--- src/fbrmq_pkg.sv ---
// Shared constants, codes and controller/datapath handshake types for the message queue.
package fbrmq_pkg;

  // Ring geometry and framing.
  localparam int QUEUE_BYTES       = 1024;
  localparam int MAX_MESSAGE_BYTES = 64;
  localparam int ID_BYTES          = 4;
  localparam int HDR_BYTES         = ID_BYTES + 2;
  localparam int MAX_PAYLOAD       = MAX_MESSAGE_BYTES - HDR_BYTES;

  // Field widths of the item channels.
  localparam int ACTION_W = 2;
  localparam int ID_W     = 32;
  localparam int LEN_W    = 6;
  localparam int BYTE_W   = 8;
  localparam int STATUS_W = 3;
  localparam int KIND_W   = 2;
  localparam int REPORT_W = 11;

  // Internal widths.
  localparam int PTR_W  = $clog2(QUEUE_BYTES);
  localparam int CNT_W  = $clog2(QUEUE_BYTES + 1);
  localparam int SIZE_W = 7;
  localparam int HIDX_W = $clog2(HDR_BYTES);
  localparam int LCMP_W = (CNT_W > 16) ? CNT_W : 16;

  typedef enum logic [ACTION_W-1:0] {
    ACT_SEND_HDR  = 2'd0,
    ACT_SEND_BYTE = 2'd1,
    ACT_RECEIVE   = 2'd2
  } action_e;

  typedef enum logic [STATUS_W-1:0] {
    ST_OK        = 3'd0,
    ST_NO_ROOM   = 3'd1,
    ST_TOO_LARGE = 3'd2,
    ST_EMPTY     = 3'd3,
    ST_IGNORED   = 3'd4
  } status_e;

  typedef enum logic [KIND_W-1:0] {
    KIND_ACK    = 2'd0,
    KIND_HEADER = 2'd1,
    KIND_BYTE   = 2'd2
  } kind_e;

  // Commands from the controller to the datapath.
  typedef struct packed {
    logic              latch;
    logic              wr_hdr;
    logic [HIDX_W-1:0] hdr_idx;
    logic              hdr_done;
    logic              wr_pay;
    logic              rd_hdr;
    logic              rx_len;
    logic              emit_ack;
    status_e           ack_status;
    logic              emit_head;
    logic              emit_byte;
  } cmd_t;

  // Status from the datapath to the controller.
  typedef struct packed {
    action_e action;
    logic    owed_zero;
    logic    too_large;
    logic    no_room;
    logic    pending_zero;
    logic    len_zero;
    logic    rem_one;
    logic    out_free;
  } stat_t;

endpackage

--- src/fbrmq_ctrl.sv ---
// Controller state machine: sequences header writes, header reads and result runs.
module fbrmq_ctrl (
  input  logic             clk_i,
  input  logic             rst_ni,
  input  logic             in_valid_i,
  output logic             in_ready_o,
  input  fbrmq_pkg::stat_t stat_i,
  output fbrmq_pkg::cmd_t  cmd_o
);
  import fbrmq_pkg::*;

  typedef enum logic [8:0] {
    S_IDLE    = 9'b000000001,
    S_DECIDE  = 9'b000000010,
    S_TX_HDR  = 9'b000000100,
    S_ACK     = 9'b000001000,
    S_RX_HDR  = 9'b000010000,
    S_RX_CAP  = 9'b000100000,
    S_RX_LEN  = 9'b001000000,
    S_RX_HEAD = 9'b010000000,
    S_RX_PAY  = 9'b100000000
  } state_e;

  localparam logic [HIDX_W-1:0] HdrLastIdx = HIDX_W'(HDR_BYTES - 1);

  state_e            state_q, state_d;
  logic [HIDX_W-1:0] idx_q, idx_d;
  status_e           ack_status_q, ack_status_d;

  assign in_ready_o = (state_q == S_IDLE);

  // Next state and command decode.
  always_comb begin
    state_d      = state_q;
    idx_d        = idx_q;
    ack_status_d = ack_status_q;
    cmd_o        = '0;
    cmd_o.hdr_idx    = idx_q;
    cmd_o.ack_status = ack_status_q;

    case (state_q)
      S_IDLE: begin
        if (in_valid_i) begin
          cmd_o.latch = 1'b1;
          state_d     = S_DECIDE;
        end
      end

      S_DECIDE: begin
        idx_d   = '0;
        state_d = S_ACK;
        case (stat_i.action)
          ACT_SEND_HDR: begin
            if (!stat_i.owed_zero) begin
              ack_status_d = ST_IGNORED;
            end else if (stat_i.too_large) begin
              ack_status_d = ST_TOO_LARGE;
            end else if (stat_i.no_room) begin
              ack_status_d = ST_NO_ROOM;
            end else begin
              ack_status_d = ST_OK;
              state_d      = S_TX_HDR;
            end
          end
          ACT_SEND_BYTE: begin
            if (stat_i.owed_zero) begin
              ack_status_d = ST_IGNORED;
            end else begin
              cmd_o.wr_pay = 1'b1;
              ack_status_d = ST_OK;
            end
          end
          ACT_RECEIVE: begin
            if (stat_i.pending_zero) begin
              ack_status_d = ST_EMPTY;
            end else begin
              state_d = S_RX_HDR;
            end
          end
          default: begin
            ack_status_d = ST_IGNORED;
          end
        endcase
      end

      // One header byte goes into the ring each cycle.
      S_TX_HDR: begin
        cmd_o.wr_hdr = 1'b1;
        if (idx_q == HdrLastIdx) begin
          cmd_o.hdr_done = 1'b1;
          state_d        = S_ACK;
        end else begin
          idx_d = idx_q + 1'b1;
        end
      end

      S_ACK: begin
        if (stat_i.out_free) begin
          cmd_o.emit_ack = 1'b1;
          state_d        = S_IDLE;
        end
      end

      // One header byte is read from the ring each cycle.
      S_RX_HDR: begin
        cmd_o.rd_hdr = 1'b1;
        if (idx_q == HdrLastIdx) begin
          state_d = S_RX_CAP;
        end else begin
          idx_d = idx_q + 1'b1;
        end
      end

      S_RX_CAP: begin
        state_d = S_RX_LEN;
      end

      S_RX_LEN: begin
        cmd_o.rx_len = 1'b1;
        state_d      = S_RX_HEAD;
      end

      S_RX_HEAD: begin
        if (stat_i.out_free) begin
          cmd_o.emit_head = 1'b1;
          state_d         = stat_i.len_zero ? S_IDLE : S_RX_PAY;
        end
      end

      S_RX_PAY: begin
        if (stat_i.out_free) begin
          cmd_o.emit_byte = 1'b1;
          if (stat_i.rem_one) begin
            state_d = S_IDLE;
          end
        end
      end

      default: begin
        state_d = S_IDLE;
      end
    endcase
  end

  // State registers.
  always_ff @(posedge clk_i or negedge rst_ni) begin
    if (!rst_ni) begin
      state_q      <= S_IDLE;
      idx_q        <= '0;
      ack_status_q <= ST_OK;
    end else begin
      state_q      <= state_d;
      idx_q        <= idx_d;
      ack_status_q <= ack_status_d;
    end
  end

endmodule

--- config.mk ---
export PLATFORM = sky130hd
export DESIGN_NAME = fbrmq_ctrl
export DESIGN_NICKNAME = d
export VERILOG_FILES = /design/src/fbrmq_pkg.sv /design/src/fbrmq_ctrl.sv
export SDC_FILE = /design/constraint.sdc
export NUM_CORES = 1
export LEC_CHECK = 0
export BUFFER_PORTS_ARGS = -buffer_cell sky130_fd_sc_hd__buf_2
export CAP_MARGIN = 5
export CORE_MARGIN = 1
export CORE_UTILIZATION = 53
export CTS_BUF_LIST = sky130_fd_sc_hd__clkbuf_4 sky130_fd_sc_hd__clkbuf_8
export DETAILED_ROUTE_END_ITERATION = 12
export MAX_ROUTING_LAYER = met4
export PLACE_DENSITY = 0.77
export SLEW_MARGIN = 20
export SYNTH_ARGS = -nofsm -noshare
export SYNTH_HDL_FRONTEND = slang
export SYNTH_SLANG_ARGS = --single-unit
--- constraint.sdc ---
create_clock -name clk_i -period 2.4 [get_ports clk_i]
set_input_delay 0.24 -clock clk_i [delete_from_list [all_inputs] [get_ports clk_i]]
set_output_delay 0.24 -clock clk_i [all_outputs]
set_load 0.02 [all_outputs]
# After elaboration in Yosys (flattened, before gate mapping)
# Cells that the tools add are included.
# Widths: inputs -> output; s select.
# totals
regBits,15
latchBits,0
ram_bits,0
romBits,0
in_bits,12
output_inout_bits,16
mem_count,0
# op_classes
n_addsub,1
multipliers,0
div_mod_pow,0
n_lt_le_gt_ge,0
n_eq_ne,21
shifts,0
n_mux,36
n_bitwise,0
n_reduce_logical,6
# ops
cell,count
$pmux 9 s9,1
$mux 9,8
$ne 2x2->1 const B,9
$mux 1,15
$mux 3,4
$mux 4,3
$pmux 5 s2,1
$eq 9x1->1 const B,1
$eq 9x2->1 const B,1
$eq 9x3->1 const B,1
$eq 9x4->1 const B,1
$eq 9x5->1 const B,1
$eq 9x6->1 const B,1
$eq 9x7->1 const B,1
$eq 9x8->1 const B,1
$eq 9x9->1 const B,1
$pmux 3 s3,1
$reduce_and 7->1,1
$pmux 3 s2,1
$mux 5,1
$reduce_and 2->1,2
$add 3x1->3 const B,1
$eq 3x3->1 const B,1
$eq 2x1->1 const B,1
5 further kinds,5

# Depth between registers and ports, before layout
# Gate-level depths: netlist of run 1.
# depth
depth_word,5
mapped_depth,7
mapped_depth_nobuf,7

# Worst setup path before layout of run 1
# Ideal clock, no wire load.
# synth_timing
path_type,register to register
start,register state_q[7]
end,register state_q[8]
setup_time_ps,125
t_arrival_ps,2006
t_required_ps,2275
slack_ps,269
stages_incl_launch_ff,7
period_less_slack_ps,2131
cell_sequence,dfrtp_1 > buf_6 > or4_4 > or4b_4 > o21ai_4 > nor3_4 > mux2_4
# synth_via
elab_chain_cells,3
word_cells_on_any_way,18
classes_between,eq/ne (16); mux (1); reduce/logical (1)
# synth_lines
item,line_no,text
"start, declared",fbrmq_ctrl.sv:26,"state_e state_q, state_d;"
"start signal, assigned",fbrmq_ctrl.sv:152,state_q <= state_d;
$eq 9x3->1 (tied with other cells),fbrmq_ctrl.sv:41,case (state_q)
$ne 2x2->1 (no source line),--,
$reduce_and 7->1 (no source line),--,
# Several ways; a longest one is shown, not always the timed one.
# A chain may end at the register's enable or synchronous reset.

# Final worst setup path of run 1
# Same ends and word-level chain as after synthesis.

==> impl_metrics.yaml, run 1 <==
outcome:
  status: "completed"
power:
  leakage_nw: 0.594
  powerDensity_mw_per_mm2: 802
  ir_worst_vdd_mv: 0.688
route:
  drc: 0
  vias: 974
  post_drt_via_cell_ratio: 5.76
  drt-total-wl_um: 2380
  routedWlPerCell_um: 14.1
  drt_first_iter_violations: 47
  ant_nets: 0
  dr.pass1.iters: 4
global_route:
  grt_pass1_vias: 880
  track_usage: 0.269
  antenna_found_initial: 0
  grt_max_degree: 16
  grt_overflow: 0
  grt_pass1_wl_um: 3880
floorplan:
  die_area_mm2: 0.00211
  io_pins: 28
  die_height_um: 45.9
  die_w_um: 45.9
  start_util: 0.580
  rows: 15
  core_mm2: 0.00176
placed_design:
  preCtsSetupSlack_ps: 213
  gp_congestion: 0.936
  port_buffers: 27
  dp_hpwl_um: 1740
sta:
  hold_ws_ps: 171
  rsz0062_at_grt: "false"
  fin_tns_setup_ps: 0
  hold_viol: 0
  timing.fmax_ghz: 0.451
  relSlewSlack: 0.727
  worst_slew_pin_slew_ps: 406
  min_period_ps: 2220
  finalSetupViolCount: 0
  fin_ws_ps: 180
  slew_violations: 0
  fin_skew_ps: 3.68
  finalCritPeriodShare: 0.925
cells_and_area:
  ff_latch_area_um2: 377
  syn_to_final_growth_pct: 16.9
  antenna_cells: 0
  drive_gt1_frac: 0.292
  num-fill-cells: 162
  final_nets: 159
  multi_input_area_um2: 567
  final_core_util: 0.678
setup_path:
  path_max_fanout: 9
  cp_slowest_cell: "or4b_4"
  endpoint_kind: "flip-flop"
  crit_arrival_ps: 2410
  cpPeakStageDelay_ps: 580
  worstSetupStartpointType: "flip-flop"
  path_class: "reg2reg"
  path_cells: "or4_4 > or4b_4 > o21ai_4 > nor3_4 > mux2_4"
  cp.required_ps: 2590
synthesis:
  synth_area_leader_cell: "dfrtp_1"
  syn_inst: 116
  synth_nets: 130
  syn-cell-area_mm2: 0.00102
  ys_seq_elements: 15
  ys.flop_type: "dfrtp_1"
  seq_area_frac_synth: 0.368
  ys_types: 45
  ys_top_cells_by_area: "dfrtp_1 34%, nor2_1 5.5%, nand3_1 3.9%, nor3_1 3.9%, inv_1 3.3%"
  ys_async_sr_fraction: 1.00
  synth_top_area_frac: 0.342
  synth-edff-count: 0
  syn_avg_cell_area_um2: 8.82
  yosys_warnings: 0
clock_network:
  clk_pin_slew_ps: 90
  cts_max_level: 1
  cts_root_buf: "clkbuf_4"
  insertion_delay_ps: 300
  clock_path_buffers: 2
  cts.sinks: 15
  cts_buffers: 3
  cts_tree: "yes"
min_path:
  hold_path.class: "in2reg"
run:
  max-cap-violations: 0
[worst paths after layout]
path                                 start              end  slack (ps)  depth (start not counted)
setup reg to reg                state_q[7]       state_q[8]         180                          5
min in group asynchronous           rst_ni         idx_q[0]         380                          2
hold / removal                  in_valid_i       state_q[1]         170                          2
max in group asynchronous           rst_ni       state_q[0]        1720                          2
setup / recovery                state_q[7]       state_q[8]         180                          5
hold reg to reg            ack_status_q[1]  ack_status_q[1]         520                          1
[power breakdown]
part | switching, W | total, W | internal [W]
clock | 0.0000894 | 0.000152 | 0.0000622
combinational | 0.000265 | 0.000448 | 0.000183
sequential | 0.0000450 | 0.000360 | 0.000315
[repair_timing]
item / in CTS / in global routing
setup endpoints to repair: 0 / 1
hold endpoints to repair: 14 / 0
resized for setup: 0 / 1
hold buffers: 1 / 0
buffers inserted: 0 / 0
[worst max-delay path, delay by kind of cell (launching register included)]
family	cells	cell delay (ps)
simple gates	3	1210
flops	1	500
mux	1	300
compound gates	1	110
[state kept, by name (all words and copies together) (netlist names)]
name	count
idx_q	3
state_q	9
ack_status_q	3
[cell usage in the layout, fill, tap and decap left out, drive strengths merged, types with 4 or more instances in the layout]
master / count
o21ai: 5
a21oi: 4
nor2: 15
buf: 29
nand3: 8
inv: 9
nor3: 9
dfrtp: 14
[logic make-up (layout without fill, tap and decap cells)]
family | count (synthesis) | after routing | share of synthesized area
compound gates | 22 | 22 | 0.155
xor+xnor | 3 | 3 | 0.0257
fa+ha+maj | 2 | 2 | 0.0244
buf+inv | 15 | 43 | 0.0831
flops | 15 | 15 | 0.368
mux | 1 | 1 | 0.0147
simple gates | 58 | 58 | 0.329
[metal layers]
metal	vias to the layer above	track usage	wire, um
met5	-	-	0
met4	0	0.135	42
met3	5	0.0278	181
met2	44	0.397	1140
met1	452	0.364	1020
li1	473	-	-
[Yosys cell counts (all sizes together), types with 2 or more instances]
cell type and n:
nor2 15, inv 9, a21oi 4, nor3b 2, nor3 9, ha 2, nand2b 2, and2 3
nand4 2, clkbuf 2, nor4 3, buf 4, nand3 8, a31oi 2, nand2 3, xnor2 2
o32ai 2, o22a 2, o21ai 5, o2bb2ai 2, dfrtp 14
[final cells by class]
type                            instances  share of cell area
Inverter                                9              0.0282
Clock inverter                          1             0.00418
Multi-Input combinational cell         86               0.474
Timing Repair Buffer                   30               0.134
Sequential cell                        15               0.315
Tap cell                               25              0.0262
Clock buffer                            3              0.0188
[stage by stage]
stage / cells / area, um2 / total power, W
4_1_cts: 169 / 1190 / 0.000959
5_1_grt: 169 / 1200 / 0.00103
3_5_place_dp: 164 / 1150 / 0.000809
6_report: 169 / 1200 / 0.000960
3_3_place_gp: 164 / 1150 / 0.000797
2_1_floorplan: 116 / 1020 / 0.000675
Power figures use the tool's default switching activity.
==> inputs of run 2 (changes only) <==
--- a/config.mk
+++ b/config.mk
@@ -7,12 +7,13 @@
 export LEC_CHECK = 0
 export BUFFER_PORTS_ARGS = -buffer_cell sky130_fd_sc_hd__buf_2
 export CAP_MARGIN = 5
+export CORE_ASPECT_RATIO = 1.5
 export CORE_MARGIN = 1
-export CORE_UTILIZATION = 53
+export CORE_UTILIZATION = 50
 export CTS_BUF_LIST = sky130_fd_sc_hd__clkbuf_4 sky130_fd_sc_hd__clkbuf_8
 export DETAILED_ROUTE_END_ITERATION = 12
 export MAX_ROUTING_LAYER = met4
-export PLACE_DENSITY = 0.77
+export PLACE_DENSITY = 0.73
 export SLEW_MARGIN = 20
 export SYNTH_ARGS = -nofsm -noshare
 export SYNTH_HDL_FRONTEND = slang
==> impl_metrics.yaml, run 2 (same netlist as run 1, synthesis figures left out) <==
cells_and_area:
  final_core_util: 0.638
  largest_reg_flops: 9
  top_regs: "state_q: 9 flops, ack_status_q: 3 flops, idx_q: 3 flops"
  syn_to_final_growth_pct: 17.1
  drive_gt1_frac: 0.297
  layout_commonest_cell: "buf_2"
  antenna_cells: 0
  final_nets: 160
  final_area_mm2: 0.00120
  regMostFlops: "state_q"
  most-common-layout-cells: "27 x buf_2, 15 x nor2_1, 14 x dfrtp_1"
route:
  routedWlPerCell_um: 14.1
  vias: 980
  wl_met2_um: 1200
  drt-met1-wl_um: 998
  wl_met3_um: 97
  dr.pass1.iters: 4
  drt_first_iter_violations: 32
  ant_nets: 0
  drt-total-wl_um: 2340
  highest_layer: "met4"
  drc: 0
  post_drt_via_cell_ratio: 5.90
global_route:
  grt_pass1_vias: 856
  antenna_found_initial: 0
  grt_overflow: 0
  grt_pass1_wl_um: 3740
  grt_max_degree: 16
  track_usage: 0.243
sta:
  slew_violations: 0
  min_period_ps: 2200
  worst_slew_pin_slew_ps: 437
  fin_skew_ps: 5.17
  hold_ws_ps: 186
  timing.fmax_ghz: 0.454
  finalCritPeriodShare: 0.919
  finalSetupViolCount: 0
  hold_viol: 0
  relSlewSlack: 0.706
  fin_tns_setup_ps: 0
  rsz0062_at_grt: "false"
power:
  powerDensity_mw_per_mm2: 792
  ir_worst_vdd_mv: 0.900
  power_w: 0.000950
  leakage_nw: 0.601
run:
  max-cap-violations: 0
floorplan:
  start_util: 0.545
  die_w_um: 38.9
  io_pins: 28
  die_area_mm2: 0.00224
  rows: 19
  die_height_um: 57.4
  core_mm2: 0.00188
placed_design:
  gp_congestion: 0.831
  place_area_mm2: 0.00116
  dp_hpwl_um: 1840
  port_buffers: 27
clock_network:
  post-cts-setup-buffers: 0
  clock_path_buffers: 2
  cts_tree: "yes"
  cts.sinks: 15
  cts_root_buf: "clkbuf_4"
  cts_buffers: 3
  clk_pin_slew_ps: 90
  cts_max_level: 1
  insertion_delay_ps: 280
setup_path:
  worstSetupStartpointType: "flip-flop"
  cp.required_ps: 2160
  path_class: "reg2out"
  endpoint_kind: "primary output"
  cp_slowest_cell: "dfrtp_1"
  path_max_fanout: 8
  crit_arrival_ps: 1960
  path_cells: "buf_4 > nor3_2 > nand3_1 > nor2_1 > and3_1 > buf_2"
  cp_top_family: "simple AND/OR/NAND/NOR gates"
  cp.buffers_inverters: 2
  cpPeakStageDelay_ps: 390
min_path:
  hold_path.class: "in2reg"
outcome:
  status: "completed"
==> run 2: worst register-to-register path, delay by kind of cell (launching register included) <==
kind / cells / cell delay, ps
compound gates: 1 / 110
flops: 1 / 440
mux: 1 / 310
simple gates: 3 / 1210
==> run 2: per-layer routing <==
| layer | track usage | vias to the layer above |
|---|---|---|
| met1 | 0.277 | 458 |
| met3 | 0.0311 | 6 |
| met2 | 0.402 | 39 |
| met4 | 0.118 | 0 |
| li1 | - | 477 |
| met5 | - | - |
==> run 2: path summary, 6_finish.rpt <==
| kind | cells past startpoint | slack, ps | end | from |
|---|---|---|---|---|
| min in group asynchronous | 2 | 390 | state_q[3] | rst_ni |
| max | 6 | 200 | cmd_o[8] | state_q[7] |
| max reg2reg | 5 | 230 | state_q[8] | state_q[5] |
| min | 2 | 190 | state_q[1] | in_valid_i |
| min reg2reg | 1 | 520 | ack_status_q[1] | ack_status_q[1] |
| max in group asynchronous | 2 | 1710 | state_q[0] | rst_ni |
==> run 2: area by class of cell <==
type                    count  area (um2)
repair buffers             31         168
inverters                   9        33.8
fillers                   175         679
clock inverters             1        5.00
well taps                  21        26.3
flip-flops and latches     15         377
multi-input cells          86         567
clock buffers               3        22.5
==> run 2: timing repair <==
action | CTS | global route
gates resized for setup | 0 | 1
hold buffers | 1 | 0
setup endpoints to repair | 0 | 1
endpoints found under the hold margin | 14 | 0
==> run 2: power by group <==
| group | leakage [nW] | switching [W] | internal [W] | total [W] |
|---|---|---|---|---|
| Combinational | 0.385 | 0.000264 | 0.000181 | 0.000445 |
| Clock | 0.0177 | 0.0000824 | 0.0000618 | 0.000144 |
| Sequential | 0.198 | 0.0000456 | 0.000315 | 0.000361 |
| Total | 0.601 | 0.000392 | 0.000558 | 0.000950 |
==> run 2: metrics by stage <==
step,std cells,worst slack (ps)
after floorplan,116,269
after global placement,161,287
after detailed placement,161,247
after CTS,166,66.6
after global routing,166,83.4
final,166,195
